<file path="src/sv/qtsg_pkg.sv">
package qtsg_pkg;

  // field and datapath widths
  localparam int CoordW = 32;
  localparam int BaryW  = 16;
  localparam int GradW  = 40;
  localparam int StoreW = 48;
  localparam int CofW   = 68;
  localparam int AccW   = 104;
  localparam int DenW   = 103;
  localparam int MulW   = 33;
  localparam int ProdW  = 2 * MulW;

  // function codes of an input item
  localparam logic FuncLoad = 1'b0;
  localparam logic FuncEval = 1'b1;

  typedef struct packed {
    logic                     func;
    logic [1:0]               vertex_index;
    logic signed [CoordW-1:0] coord_x;
    logic signed [CoordW-1:0] coord_y;
    logic signed [CoordW-1:0] coord_z;
    logic signed [BaryW-1:0]  bary_b;
    logic signed [BaryW-1:0]  bary_c;
    logic signed [BaryW-1:0]  bary_d;
  } in_t;

  typedef struct packed {
    logic [3:0]              node_number;
    logic signed [GradW-1:0] grad_x;
    logic signed [GradW-1:0] grad_y;
    logic signed [GradW-1:0] grad_z;
    logic                    degenerate;
    logic                    last;
  } out_t;

  // request to and response from the divider
  typedef struct packed {
    logic                   start;
    logic signed [CofW-1:0] num;
    logic [DenW-1:0]        den;
  } div_req_t;

  typedef struct packed {
    logic              done;
    logic [StoreW-1:0] quo;
  } div_rsp_t;

endpackage

</file>
<file path="src/sv/qtsg_mul.sv">
module qtsg_mul (
  input  logic                             clk_i,
  input  logic signed [qtsg_pkg::MulW-1:0]  a_i,
  input  logic signed [qtsg_pkg::MulW-1:0]  b_i,
  output logic signed [qtsg_pkg::ProdW-1:0] p_o
);
  import qtsg_pkg::*;

  logic signed [ProdW-1:0] p_q;

  // registered signed product
  always_ff @(posedge clk_i) begin
    p_q <= a_i * b_i;
  end

  assign p_o = p_q;

endmodule

</file>
<file path="config.mk">
export PLATFORM = sky130hd
export DESIGN_NAME = qtsg_mul
export DESIGN_NICKNAME = d
export VERILOG_FILES = /design/src/sv/qtsg_pkg.sv /design/src/sv/qtsg_mul.sv
export SDC_FILE = /design/constraint.sdc
export NUM_CORES = 2
export LEC_CHECK = 0
export ABC_AREA = 1
export BUFFER_PORTS_ARGS = -buffer_cell sky130_fd_sc_hd__buf_2
export CAP_MARGIN = 30
export CELL_PAD_IN_SITES_DETAIL_PLACEMENT = 1
export CELL_PAD_IN_SITES_GLOBAL_PLACEMENT = 1
export CORE_UTILIZATION = 50
export CTS_CLUSTER_SIZE = 16
export DETAILED_ROUTE_END_ITERATION = 16
export GPL_TIMING_DRIVEN = 0
export PLACE_DENSITY = 0.88
export SLEW_MARGIN = 15
export SYNTH_ARGS = -nofsm -noshare
export SYNTH_HDL_FRONTEND = slang
export SYNTH_SLANG_ARGS = --single-unit
</file>
<file path="constraint.sdc">
create_clock -name clk_i -period 8.9 [get_ports clk_i]
set_input_delay 0.445 -clock clk_i [delete_from_list [all_inputs] [get_ports clk_i]]
set_output_delay 0.445 -clock clk_i [all_outputs]
set_load 0.005 [all_outputs]
</file>
== Word-level counts from Yosys, hierarchy flattened ==
Cells that the tools add are included.
W data, S select, Z words.

* Multipliers: 1

{| class="wikitable"
|+ Operators by type and width
! kind !! count
|-
| $mul A33 B33 Y66 || 1
|}

* Register bits: 66
* Bits of input ports: 67
* Output and inout port bits: 66

== Logic depth before layout (Yosys ltp) ==
* Depth in word-level cells: 1
* Gate-level depth with buffers: 34

== Least setup slack after synthesis ==
OpenSTA, ideal clock, no wires.

* Kind: input to register
* Start point: input port a_i[32] (netlist name)
* End point: register p_q[60], in the netlist p_o[60]
* Setup time: 0.113 ns
* Arrival time: 7.088 ns
* Setup slack: 1.699 ns
* Cell stages on the path: 23
* Buffers on the path: 2
* Path through: clkbuf_1 -> clkbuf_1 -> nand2_1 -> inv_1 -> fa_1 -> fa_1 -> fa_1 -> fa_1 -> inv_1 -> fa_1 -> fa_1 -> fa_1 -> fa_1 -> inv_1 -> ha_1 -> nand2_1 -> nor2_1 -> inv_1 -> nor3_1 -> nand2_1 -> and2_0 -> nand4_1 -> nand2_1

* Word-level cells in the longest chain between the ends: 1

{| class="wikitable"
|+ RTL lines
! item !! line !! RTL
|-
| from (decl) || qtsg_mul.sv:3 || <nowiki>input logic signed [qtsg_pkg::MulW-1:0] a_i,</nowiki>
|-
| $mul A33 B33 Y66 || qtsg_mul.sv:13 || <nowiki>p_q <= a_i * b_i;</nowiki>
|-
| to (signal assigned) || qtsg_mul.sv:13 ||
|-
| to (decl) || qtsg_mul.sv:9 || <nowiki>logic signed [ProdW-1:0] p_q;</nowiki>
|}

No other way between the ends.

== Worst setup path in the final report ==
* Start point: input port b_i[11] (netlist name)
* End point: register p_q[57], in the netlist p_o[57]

* Word-level cells in the longest chain between the ends: 1

{| class="wikitable"
|+ RTL lines
! item !! line !! RTL
|-
| from (decl) || qtsg_mul.sv:4 || <nowiki>input logic signed [qtsg_pkg::MulW-1:0] b_i,</nowiki>
|-
| $mul A33 B33 Y66 || qtsg_mul.sv:13 ||
|}

No other way between the ends.

==> flow_metrics.tcl <==
set metrics [dict create \
    final_cell_mix "inv_1 (1,893), nand2_1 (1,517), fa_1 (1,143), clkbuf_1 (253), ha_1 (217)" \
    via_count 38200 \
    pre_cts_ws_ns -0.498 \
    cts_setup_buffers 0 \
    arrival_ns 8.94 \
    slowest_delay_ns 0.80 \
    drv_cap 0 \
    design_area_um2 46200 \
    synth_flop_cell "dfxtp_1" \
    ys_seq_elements 66 \
    h-tree-depth 3 \
    synth_nets 6972 \
    wl_per_cell_um 28.1 \
    async_flop_share 0 \
    ioPinCount 133 \
    clock-root-buffer "clkbuf_16" \
    crit_chain "clkbuf_1 -> clkbuf_4 -> nand2_1 -> fa_1 -> fa_1 -> fa_1 -> clkinvlp_4 -> fa_1 -> fa_1 -> fa_1 -> fa_1 -> inv_1 -> fa_1 -> inv_1 -> ha_1 -> nand2_1 -> nor2_1 -> nand3_1 -> nor2_1 -> o21ai_0 -> nand4_1 -> nand2_1" \
    seq_area_frac_synth 0.0306 \
    cts.sinks 66 \
    layout_commonest_cell "inv_1" \
    slew_violations 0 \
    instances_no_fill 6841 \
    hold_viol 0 \
    cts_buffers 9 \
    drcViolationCount 0 \
    finalSetupViolCount 0 \
    yosysWarnings 0 \
    setup_ws_ns 0.184 \
    wl_met3_mm 22.8 \
    placed_cell_area_um2 45500 \
    status "finished, final reports clean" \
    rows 107 \
    finalNetCount 7115 \
    syn_area_per_cell_um2 7.79 \
    synthToLayoutAreaGrowth_pct 6.93 \
    largest_reg_flops 66 \
    path_common_cell "fa_1" \
    grt_setup_unrepaired "no" \
    period_needed_ns 8.72 \
    place_hpwl_mm 164 \
    startpoint_type "input pin" \
    crit_fanout 10 \
    crit_type "input pin to flip-flop" \
    start_util 0.506 \
    max_slew_margin 0.219 \
    dieArea_um2 87500 \
    antenna_found_initial 17 \
    min-delay-start "a_i[0]" \
    drtPass1Iterations 5 \
    dieHeight_um 296 \
    gp_congestion 1.03 \
    dr_wl_met2_mm 85.1 \
    worst_setup_path_end_kind "flip-flop" \
    die_w_um 296 \
    cp_data_required_time_ns 9.12 \
    worst_pin_slew_ns 1.17 \
    hp-class "input pin to flip-flop" \
    grt_pass1_wl_mm 278 \
    track_usage 0.454 \
    syn_inst 5543 \
    final_antenna_net_count 0 \
    synth_area_um2 43200 \
    cts_buffer_depth 2 \
    drtIter0Drc 3484 \
    grt_overflow 0 \
    postCtsHoldBufs 0 \
    utilization 0.541 \
    wirelength_mm 193 \
    routed_via_density 5.58 \
    synth_edf_count 0 \
    cp_slowest_cell "fa_1" \
    drive_gt1_frac 0.0388 \
    post_synth_num_cell_types 35 \
    cts_tree "built" \
    dr.max_layer_used "met5" \
    grt_start_max_net_pins 28 \
    core_area_um2 85300 \
    wl_met1_mm 65.4 \
    place_inst 6794 \
    fmax_mhz 115 \
    clkSlewWorstSetupHoldPaths_ns 0.06 \
    critical_path.startpoint "b_i[11]" \
    first_global_vias 42800 \
    min_period_over_period 0.979 \
    numPortBuffers 67 \
]
==> critical path, delay by kind of cell <==
family,cells,cell delay (ns)
adder cells (fa/ha/maj),9,5.26
buffers and inverters,5,1.54
AND/OR/NAND/NOR,7,1.40
AO/OA/AOI/OAI,1,0.26
==> kinds of logic after synthesis <==
logic type,Yosys count,share of synthesized area
DFF,66,0.0306
AOI/OAI and AO/OA,106,0.0138
and+or+nand+nor,1810,0.166
buffers and inverters,2158,0.188
adders and majority gates,1362,0.594
xor gates and xnor gates,41,0.00832
==> stage by stage <==
| stage | setup TNS, ns | hold WS [ns] |
|---|---|---|
| CTS | 0 | 0.710 |
| detailed placement | -3.98 | 0.822 |
| global route | 0 | 0.691 |
| global placement | -5.47 | 0.822 |
| floorplan | 0 | 0.709 |
| finish | 0 | 0.731 |
==> path summary, 6_finish.rpt <==
check	endpoint	slack (ns)	cells past startpoint
max	p_o[57]	0.18	22
min	p_o[0]	0.73	3
==> routing by layer <==
metal,GRT usage,up-vias
li1,-,15300
met1,0.536,19400
met2,0.700,2591
met3,0.127,891
met4,0.356,22
met5,0,-
==> synth_stat cells, types with 4 or more instances <==
master    count  area share
a21oi_1      61      0.0071
a21oi_2       4     0.00081
clkbuf_1    262       0.023
dfxtp_1      66       0.031
fa_1       1145        0.53
ha_1        217       0.063
inv_1      1894        0.16
nand2_1    1517        0.13
nand2_2      17      0.0025
nand3_1      70      0.0081
nand3_2       8      0.0019
nand4_1      19      0.0028
nor2_1      131       0.011
nor2_2       20      0.0029
nor3_1        7     0.00081
nor4_1        4     0.00058
o21ai_0      19      0.0022
o21bai_1     14      0.0024
or2_2         5     0.00072
xnor2_1       4     0.00081
xor2_1       37      0.0075
==> cell type report <==
| type | instances | area [um2] |
|---|---|---|
| buffer | 263 | 1000 |
| fill | 10800 | 39100 |
| inverter | 1895 | 7120 |
| antenna | 6 | 15.0 |
| sequential | 66 | 1320 |
| multi-input combinational | 3319 | 33800 |
| timing repair buffer | 132 | 1180 |
| clock buffer | 10 | 229 |
| clock inverter | 6 | 115 |
| tap | 1144 | 1430 |
==> repair_timing <==
item	in CTS	in global routing
gates resized for setup	1	13
pin swaps	0	0
endpoints found under the setup margin	6	16
hold endpoints to repair	0	0
Power is left out: the tool's default activity adds up to more than one toggle a clock period on the data nets, which glitch-free logic cannot reach.
